**src/sv/spmp_pkg.sv**
```systemverilog
// Shared types, constants and control word layout for the shuffled minimal standard PRNG.
package spmp_pkg;

  localparam int TABLE_SIZE   = 32;  // power of two: the table index is a bit field
  localparam int WARMUP_STEPS = 8;
  localparam int TOTAL_STEPS  = TABLE_SIZE + WARMUP_STEPS;
  localparam int IDX_W        = $clog2(TABLE_SIZE);
  localparam int CNT_W        = $clog2(TOTAL_STEPS);

  localparam int VAL_W  = 31;
  localparam int FRAC_W = 32;
  localparam int MUL_W  = 15;
  localparam int PROD_W = VAL_W + MUL_W;

  localparam logic [VAL_W-1:0]  LCG_MOD    = 31'h7FFF_FFFF;
  localparam logic [MUL_W-1:0]  LCG_MULT   = 15'd16807;
  localparam logic [VAL_W-1:0]  HALF_MOD   = 31'h3FFF_FFFF;
  localparam logic [FRAC_W-1:0] FRAC_CLAMP = 32'd4294966781;

  localparam logic [0:0] REQ_SEED = 1'b0;
  localparam logic [0:0] REQ_DRAW = 1'b1;

  typedef logic [2:0] step_t;
  localparam step_t STEP_IDLE  = 3'd0;
  localparam step_t STEP_D_MUL = 3'd1;
  localparam step_t STEP_D_FLD = 3'd2;
  localparam step_t STEP_S_LD  = 3'd3;
  localparam step_t STEP_S_MUL = 3'd4;
  localparam step_t STEP_S_FLD = 3'd5;
  localparam step_t STEP_S_SHF = 3'd6;

  typedef enum logic [1:0] {
    JMP_NEXT,
    JMP_GOTO,
    JMP_CNT_NZ,
    JMP_DISPATCH
  } jmp_t;

  typedef struct packed {
    logic  take_in;   // hold here until an input item is accepted
    logic  emit;      // hold here until the output register is free
    logic  ld_seed;
    logic  mul;
    logic  fold;
    logic  fill;      // seed loop: write table at loop count below TABLE_SIZE, count down
    logic  rd_issue;  // read table at shuffle index
    logic  draw_wr;   // write new value at shuffle index, shuffle reg <= picked
    logic  set_shuf;
    jmp_t  jmp;
    step_t target;
  } ctrl_t;

  typedef struct packed {
    logic seed_req;
    logic cnt_nz;
  } dp_status_t;

endpackage

```
**src/sv/spmp_if.sv**
```systemverilog
// Request and result channel interfaces.
interface spmp_req_if;
  logic                          valid;
  logic                          ready;
  logic [0:0]                    req_type;
  logic [spmp_pkg::VAL_W-1:0]    seed_value;
  modport source (output valid, req_type, seed_value, input ready);
  modport sink   (input valid, req_type, seed_value, output ready);
endinterface

interface spmp_res_if;
  logic                          valid;
  logic                          ready;
  logic [spmp_pkg::VAL_W-1:0]    random_int;
  logic [spmp_pkg::FRAC_W-1:0]   random_fraction;
  modport source (output valid, random_int, random_fraction, input ready);
  modport sink   (input valid, random_int, random_fraction, output ready);
endinterface

```
**src/sv/spmp_sequencer.sv**
```systemverilog
// Microcode sequencer: step counter, control ROM and jump logic.
module spmp_sequencer (
  input  logic                    clk,
  input  logic                    rst,
  input  logic                    in_valid,
  input  logic                    out_free,
  input  spmp_pkg::dp_status_t    status,
  output spmp_pkg::ctrl_t         ctrl,
  output logic                    go
);
  import spmp_pkg::*;

  step_t step;
  step_t step_next;

  function automatic ctrl_t rom(input step_t s);
    ctrl_t c;
    c = '0;
    c.jmp = JMP_NEXT;
    c.target = STEP_IDLE;
    case (s)
      STEP_IDLE: begin
        c.take_in = 1'b1;
        c.jmp = JMP_DISPATCH;
        c.target = STEP_S_LD;
      end
      STEP_D_MUL: begin
        c.mul = 1'b1;
        c.rd_issue = 1'b1;
      end
      STEP_D_FLD: begin
        c.fold = 1'b1;
        c.draw_wr = 1'b1;
        c.emit = 1'b1;
        c.jmp = JMP_GOTO;
        c.target = STEP_IDLE;
      end
      STEP_S_LD: begin
        c.ld_seed = 1'b1;
      end
      STEP_S_MUL: begin
        c.mul = 1'b1;
      end
      STEP_S_FLD: begin
        c.fold = 1'b1;
        c.fill = 1'b1;
        c.jmp = JMP_CNT_NZ;
        c.target = STEP_S_MUL;
      end
      STEP_S_SHF: begin
        c.set_shuf = 1'b1;
        c.jmp = JMP_GOTO;
        c.target = STEP_D_MUL;
      end
      default: begin
        c.jmp = JMP_GOTO;
        c.target = STEP_IDLE;
      end
    endcase
    return c;
  endfunction

  assign ctrl = rom(step);
  assign go = (!ctrl.take_in || in_valid) && (!ctrl.emit || out_free);

  always_comb begin
    step_next = step_t'(step + 3'd1);
    case (ctrl.jmp)
      JMP_NEXT:     step_next = step_t'(step + 3'd1);
      JMP_GOTO:     step_next = ctrl.target;
      JMP_CNT_NZ:   if (status.cnt_nz) step_next = ctrl.target;
      JMP_DISPATCH: if (status.seed_req) step_next = ctrl.target;
      default:      step_next = STEP_IDLE;
    endcase
  end

  always_ff @(posedge clk) begin
    if (rst) begin
      step <= STEP_IDLE;
    end else if (go) begin
      step <= step_next;
    end
  end

endmodule

```
**src/sv/spmp_datapath.sv**
```systemverilog
// Datapath: generator register, multiply and fold, shuffle table memory, fraction scaling.
module spmp_datapath (
  input  logic                          clk,
  input  logic                          rst,
  input  spmp_pkg::ctrl_t               ctrl,
  input  logic                          go,
  input  logic [0:0]                    req_type,
  input  logic [spmp_pkg::VAL_W-1:0]    seed_value,
  output spmp_pkg::dp_status_t          status,
  output logic [spmp_pkg::VAL_W-1:0]    random_int,
  output logic [spmp_pkg::FRAC_W-1:0]   random_fraction
);
  import spmp_pkg::*;

  localparam logic [VAL_W+1:0] MOD1 = {2'b00, LCG_MOD};
  localparam logic [VAL_W+1:0] MOD2 = {1'b0, LCG_MOD, 1'b0};

  logic [VAL_W-1:0]  lcg;
  logic [VAL_W-1:0]  shuf;
  logic [VAL_W-1:0]  seed_lat;
  logic [PROD_W-1:0] prod;
  logic [CNT_W-1:0]  cnt;
  logic [IDX_W-1:0]  idx_reg;

  logic [VAL_W-1:0]  mem [TABLE_SIZE];
  logic [VAL_W-1:0]  rd_data;
  logic              we;
  logic [IDX_W-1:0]  wa;

  logic [VAL_W:0]    fold_sum;
  logic [VAL_W-1:0]  fold_val;
  logic [VAL_W-1:0]  seed_sat;
  logic              fill_hit;

  logic [VAL_W+1:0]  frac_t;
  logic [1:0]        frac_q;
  logic [VAL_W+1:0]  frac_f;

  // 2^31 == 1 mod M: add high part to low part, one conditional subtract
  assign fold_sum = {1'b0, prod[VAL_W-1:0]} + (VAL_W+1)'(prod[PROD_W-1:VAL_W]);
  assign fold_val = (fold_sum >= {1'b0, LCG_MOD}) ? VAL_W'(fold_sum - {1'b0, LCG_MOD})
                                                  : fold_sum[VAL_W-1:0];

  always_comb begin
    seed_sat = seed_lat;
    if (seed_lat == '0) seed_sat = VAL_W'(1);
    else if (seed_lat == LCG_MOD) seed_sat = LCG_MOD - VAL_W'(1);
  end

  assign fill_hit = ({1'b0, cnt} < (CNT_W+1)'(TABLE_SIZE));
  assign we = go && ((ctrl.fill && fill_hit) || ctrl.draw_wr);
  assign wa = ctrl.draw_wr ? idx_reg : cnt[IDX_W-1:0];

  assign status.seed_req = (req_type == REQ_SEED) || (shuf == '0);
  assign status.cnt_nz = (cnt != '0);

  always_ff @(posedge clk) begin
    if (we) mem[wa] <= fold_val;
    if (go && ctrl.rd_issue) rd_data <= mem[shuf[VAL_W-1 -: IDX_W]];
  end

  always_ff @(posedge clk) begin
    if (rst) begin
      lcg <= VAL_W'(1);
      shuf <= '0;
    end else if (go) begin
      if (ctrl.ld_seed) lcg <= seed_sat;
      else if (ctrl.fold) lcg <= fold_val;
      if (ctrl.set_shuf) shuf <= lcg;
      else if (ctrl.draw_wr) shuf <= rd_data;
    end
  end

  always_ff @(posedge clk) begin
    if (go) begin
      if (ctrl.take_in) seed_lat <= (req_type == REQ_SEED) ? seed_value : VAL_W'(1);
      if (ctrl.mul) prod <= PROD_W'(lcg) * PROD_W'(LCG_MULT);
      if (ctrl.ld_seed) cnt <= CNT_W'(TOTAL_STEPS - 1);
      else if (ctrl.fill) cnt <= cnt - CNT_W'(1);
      if (ctrl.rd_issue) idx_reg <= shuf[VAL_W-1 -: IDX_W];
    end
  end

  // v*2^32/M = 2v + 2v/M; the remaining quotient is 0, 1 or 2
  assign frac_t = {1'b0, rd_data, 1'b0} + (VAL_W+2)'(HALF_MOD);
  assign frac_q = (frac_t >= MOD2) ? 2'd2 : ((frac_t >= MOD1) ? 2'd1 : 2'd0);
  assign frac_f = {1'b0, rd_data, 1'b0} + (VAL_W+2)'(frac_q);

  assign random_int = rd_data;
  assign random_fraction = (frac_f > (VAL_W+2)'(FRAC_CLAMP)) ? FRAC_CLAMP
                                                             : frac_f[FRAC_W-1:0];

`ifndef ASSERT_OFF
  a_lcg_range: assert property (@(posedge clk) disable iff (rst)
    lcg != '0 && lcg != LCG_MOD)
    else $error("generator left its range");
  a_picked_valid: assert property (@(posedge clk) disable iff (rst)
    go && ctrl.draw_wr |-> rd_data != '0 && rd_data != LCG_MOD)
    else $error("picked entry not a generator value");
  a_seeded: assert property (@(posedge clk) disable iff (rst)
    go && ctrl.set_shuf |=> shuf != '0)
    else $error("shuffle register empty after seeding");
`endif

endmodule

```
**src/sv/shuffled_minimal_standard_prng.sv**
```systemverilog
// Top level: shuffled minimal standard PRNG with request and result channels.
//
// Usage: each item on req asks for one number. req_type 0 reseeds with
// seed_value (0 taken as 1, 2^31-1 taken as 2^31-2) and then draws;
// req_type 1 draws the next number. A draw before any seeding seeds with 1.
// Each item gives exactly one item on res: random_int (1..2^31-2) and
// random_fraction, its Q0.32 value of random_int / (2^31-1).
//
// Timing: a microcoded sequencer runs one step per cycle while it is not
// held waiting for an input item or for a free output register. A draw
// runs a multiply and table read step, then a fold step that loads the
// output register, then the idle step. A seed runs a load step, 40
// generator steps (multiply, then modular fold), a shuffle set step and
// the draw. One item is worked on at a time; the next is taken once the
// current one has reached the output register.
//
// Reset: synchronous rst returns the generator to 1 and marks it unseeded.
// Stalls: the result holds in the output register while res.ready is low;
// a following item is still accepted and runs until it needs that register.
module shuffled_minimal_standard_prng (
  input  logic        clk,
  input  logic        rst,
  spmp_req_if.sink    req,
  spmp_res_if.source  res
);
  import spmp_pkg::*;

  ctrl_t            ctrl;
  logic             go;
  dp_status_t       status;
  logic             out_free;
  logic [VAL_W-1:0]  dp_int;
  logic [FRAC_W-1:0] dp_frac;

  assign out_free = !res.valid || res.ready;
  assign req.ready = ctrl.take_in;

  spmp_sequencer u_seq (
    .clk      (clk),
    .rst      (rst),
    .in_valid (req.valid),
    .out_free (out_free),
    .status   (status),
    .ctrl     (ctrl),
    .go       (go)
  );

  spmp_datapath u_dp (
    .clk             (clk),
    .rst             (rst),
    .ctrl            (ctrl),
    .go              (go),
    .req_type        (req.req_type),
    .seed_value      (req.seed_value),
    .status          (status),
    .random_int      (dp_int),
    .random_fraction (dp_frac)
  );

  always_ff @(posedge clk) begin
    if (rst) begin
      res.valid <= 1'b0;
    end else if (go && ctrl.emit) begin
      res.valid <= 1'b1;
    end else if (res.ready) begin
      res.valid <= 1'b0;
    end
  end

  always_ff @(posedge clk) begin
    if (go && ctrl.emit) begin
      res.random_int <= dp_int;
      res.random_fraction <= dp_frac;
    end
  end

endmodule
```
**src/flat_wrapper.sv**
```systemverilog
// flat-port wrapper written by rule: the top's interface ports become plain ports
module shuffled_minimal_standard_prng_flat import spmp_pkg::*;
  (clk, rst, req_valid, req_req_type, req_seed_value, req_ready, res_valid, res_random_int, res_random_fraction, res_ready);
  spmp_req_if req_i ();
  spmp_res_if res_i ();
  input  logic clk;
  input  logic rst;
  input wire logic [$bits(req_i.valid)-1:0] req_valid;
  input wire logic [$bits(req_i.req_type)-1:0] req_req_type;
  input wire logic [$bits(req_i.seed_value)-1:0] req_seed_value;
  output wire logic [$bits(req_i.ready)-1:0] req_ready;
  output wire logic [$bits(res_i.valid)-1:0] res_valid;
  output wire logic [$bits(res_i.random_int)-1:0] res_random_int;
  output wire logic [$bits(res_i.random_fraction)-1:0] res_random_fraction;
  input wire logic [$bits(res_i.ready)-1:0] res_ready;
  assign req_i.valid = req_valid;
  assign req_i.req_type = req_req_type;
  assign req_i.seed_value = req_seed_value;
  assign req_ready = req_i.ready;
  assign res_valid = res_i.valid;
  assign res_random_int = res_i.random_int;
  assign res_random_fraction = res_i.random_fraction;
  assign res_i.ready = res_ready;
  shuffled_minimal_standard_prng u_core (.clk(clk), .rst(rst), .req(req_i), .res(res_i));
endmodule
```
**config.mk**
```make
export PLATFORM = sky130hd
export DESIGN_NAME = shuffled_minimal_standard_prng_flat
export DESIGN_NICKNAME = d
export VERILOG_FILES = /design/src/sv/spmp_pkg.sv /design/src/sv/spmp_if.sv /design/src/sv/spmp_sequencer.sv /design/src/sv/spmp_datapath.sv /design/src/sv/shuffled_minimal_standard_prng.sv /design/src/flat_wrapper.sv
export SDC_FILE = /design/constraint.sdc
export NUM_CORES = 2
export LEC_CHECK = 0
export BUFFER_PORTS_ARGS = -buffer_cell sky130_fd_sc_hd__buf_2
export CORE_MARGIN = 2
export CORE_UTILIZATION = 55
export CTS_CLUSTER_DIAMETER = 120
export DETAILED_ROUTE_END_ITERATION = 7
export PLACE_DENSITY = 0.78
export SYNTH_ARGS = -nofsm -noshare
export SYNTH_HDL_FRONTEND = slang
export SYNTH_SLANG_ARGS = --single-unit
```
**constraint.sdc**
```tcl
create_clock -name clk -period 5.8 [get_ports clk]
set_input_delay 1.16 -clock clk [delete_from_list [all_inputs] [get_ports clk]]
set_output_delay 1.16 -clock clk [all_outputs]
set_load 0.02 [all_outputs]
```
==> flow_summary.yaml <==
placement:
  dpl-instance-area_um2: 61160
  gp_congestion: 0.9532
  dpl.hpwl_um: 94980
  io_buffers: 100
  place_inst: 5327
final_layout:
  final_net_count: 4454
  final_area_um2: 65270
  largest_register_ffs: 992
  final_util_pct: 63.06
  fin_cells: 5550
  nFillCells: 7109
  reg.largest.list: "u_core.u_dp.mem (992), u_core.u_dp.prod (46), u_core.res.random_fraction (32)"
  layout_commonest_cell: "edfxtp_1"
  drive_gt1_share_pct: 19.48
  area_growth_pct: 13.80
  largest-register: "u_core.u_dp.mem"
  layout_common_cells: "edfxtp_1, inv_1, ha_1"
detailed_routing:
  routed_via_density: 6.345
  wl_um: 151100
  via_count: 35212
  dr.pass1.iters: 6
  ant_nets: 0
  drtIter0Drc: 4591
  drc: 0
  wl_per_cell_um: 27.23
pwr:
  p_leak_nw: 22.87
  p_int_w: 0.02583
  p_clk_share_pct: 17.6
  combPwrFrac_pct: 49.8
  net-switching-power_w: 0.01764
  power_frac_seq_pct: 32.6
  power_density_nw_per_um2: 665.9
  ir_worst_vdd_uv: 822.3
  p_sw_share_pct: 40.57
synth:
  synthArstFlopShare_pct: 0
  postSynthAreaPerCell_um2: 15.06
  syn_nets: 4190
  syn_area_um2: 57360
  ys_seq_area_share_pct: 63.77
  synth_cells: 3808
  synth_edf_count: 1174
  ys.flop_type: "edfxtp_1"
  ys_ff_latch: 1240
  yosysWarningCount: 0
  yosysUniqueCellTypes: 79
flow_run:
  drv_cap: 0
critical_path:
  path_class: "flip-flop to flip-flop"
  critPathLaunchType: "flip-flop"
  critPathArrivalTime_ps: 6200
  worstPathMaxFanout: 4
  end_kind: "flip-flop"
  cp_data_required_time_ps: 6260
global_route:
  first_global_vias: 34768
  antenna_found_initial: 3
  track_usage_pct: 28.28
  grt-ovfl-total: 0
  grt_max_degree: 112
  grt_pass1_wl_um: 222000
die:
  std_cell_rows: 118
  die_h_um: 326.9
  die-area_um2: 106900
  io_pins: 101
  die_w_um: 326.9
  start_util_pct: 55.42
  core_area_um2: 103500
sta:
  rsz0062_at_grt: "true"
  holdWs_ps: 497.6
  hold_viol: 0
  period_share_pct: 99.00
  fmax_mhz: 174.1
  setup_violations: 0
  fin_skew_ps: 83.64
  maxSlewViolCount: 0
  tightestPinTransition_ps: 1167
  slew_headroom_pct: 21.51
  fin_crit_ps: 5742
clock_tree:
  cts_tree: "built"
  clock_path_buffers: 3
  clkLatencyLatePin_ps: 760
  hold_buffers: 0
  htree_num_levels: 3
  cts_buffers: 117
  cts.reportedPaths.clkPinSlew_ps: 60
  cts_sinks: 1240
  cts-root-buf: "clkbuf_16"
outcome:
  status: "complete, no violations"
worst_hold_path:
  hp-class: "flip-flop to flip-flop"
[through the flow]
stage | power (W) | setup slack, ps | setup TNS, ps
global route | 0.04587 | -167.6 | -435.5
floorplan | 0.02636 | 50.06 | 0
finish | 0.04346 | 57.74 | 0
detailed placement | 0.03464 | -234.1 | -832.4
global placement | 0.03438 | -235.3 | -840.6
CTS | 0.04269 | 1.805 | 0
[power groups by stage]
stage | registers, W | clock network, W | logic (W)
detailed placement | 0.0143 | 0 | 0.0203
finish | 0.0142 | 0.00763 | 0.0216
CTS | 0.0142 | 0.00769 | 0.0208
global route | 0.0142 | 0.00801 | 0.0236
floorplan | 0.0142 | 0 | 0.0122
global placement | 0.0143 | 0 | 0.0201
[timing repair]
item	4_1_cts	5_1_grt
setup buffers	2	4
endpoints found under the setup margin	8	16
cloned	0	0
gates resized for setup	19	37
hold endpoints to repair	0	0
pin swaps	17	40
[synth_stat cells (all sizes together) (34+ instances only)]
master,n,share of area [%]
mux4,124,4.9
a311oi,34,0.53
nor2b,41,0.45
mux2i,190,3.3
o31ai,38,0.51
xnor2,64,1.0
fa,134,4.7
ha,212,4.6
o21ai,111,0.98
nand2,175,1.1
xor2,43,0.66
nor2,187,1.2
buf,38,0.29
nand3,70,0.63
o22ai,65,0.71
mux2,65,1.3
dfxtp,66,2.3
edfxtp,1174,61
o221ai,63,0.96
nand4,36,0.39
clkbuf,130,0.97
inv,283,1.9
a21oi,199,1.7
[cells by family (layout without fill, tap and decap cells)]
group,after synthesis,count (layout),synth area share [%]
buf+inv,451,812,3.115
compound gates,652,652,7.452
flops,1240,1240,63.77
fa+ha+maj,346,346,9.302
other cells,0,1,0
mux,379,379,9.461
xor+xnor,107,107,1.673
simple gates,633,633,5.227
[area by class of cell]
type                    count  area (µm²)  share of cell area, %
diodes                      1       2.502               0.003834
clock buffers             143        3035                  4.651
multi-input cells        2117       19640                  30.09
clock inverters            73       803.3                  1.231
repair buffers            313        2404                  3.682
well taps                1380        1727                  2.645
flip-flops and latches   1240       36600                  56.07
inverters                 283        1062                  1.627
[final timing paths]
kind                                          start                                 to  slack (ps)  depth (start not counted)
hold reg to reg   u_core.u_dp.shuf[17]$_SDFFE_PP0P_  u_core.u_dp.shuf[17]$_SDFFE_PP0P_         500                          2
setup / recovery   u_core.u_dp.lcg[19]$_SDFFE_PP0P_     u_core.u_dp.prod[44]$_DFFE_PP_          60                         21
hold / removal    u_core.u_dp.shuf[17]$_SDFFE_PP0P_  u_core.u_dp.shuf[17]$_SDFFE_PP0P_         500                          2
setup reg to reg   u_core.u_dp.lcg[19]$_SDFFE_PP0P_     u_core.u_dp.prod[44]$_DFFE_PP_          60                         21
[worst max-delay path, cell delays in order (launching register included)]
cell and delay [ps]:
dfxtp_1 320, inv_1 110, fa_1 550, inv_1 40
ha_1 270, inv_1 50, fa_1 460, fa_1 490
inv_1 60, fa_1 590, fa_1 480, ha_1 350
and3_4 190, o211ai_1 110, o211ai_1 240, nand3_2 160
a2111oi_4 330, buf_4 170, o211a_1 160, o31a_1 180
o21ai_2 70, xnor2_1 130
[routing by layer]
layer / vias up / GRT usage, % / part of all wire (%) / routed length [µm]
li1: 15072 / - / - / -
met1: 17660 / 38.90 / 38 / 57530
met2: 2103 / 44.22 / 47 / 70310
met3: 373 / 6.068 / 11 / 16630
met4: 4 / 11.72 / 4.4 / 6610
met5: - / 0 / 0.018 / 27
(Power assumes the default switching activity.)
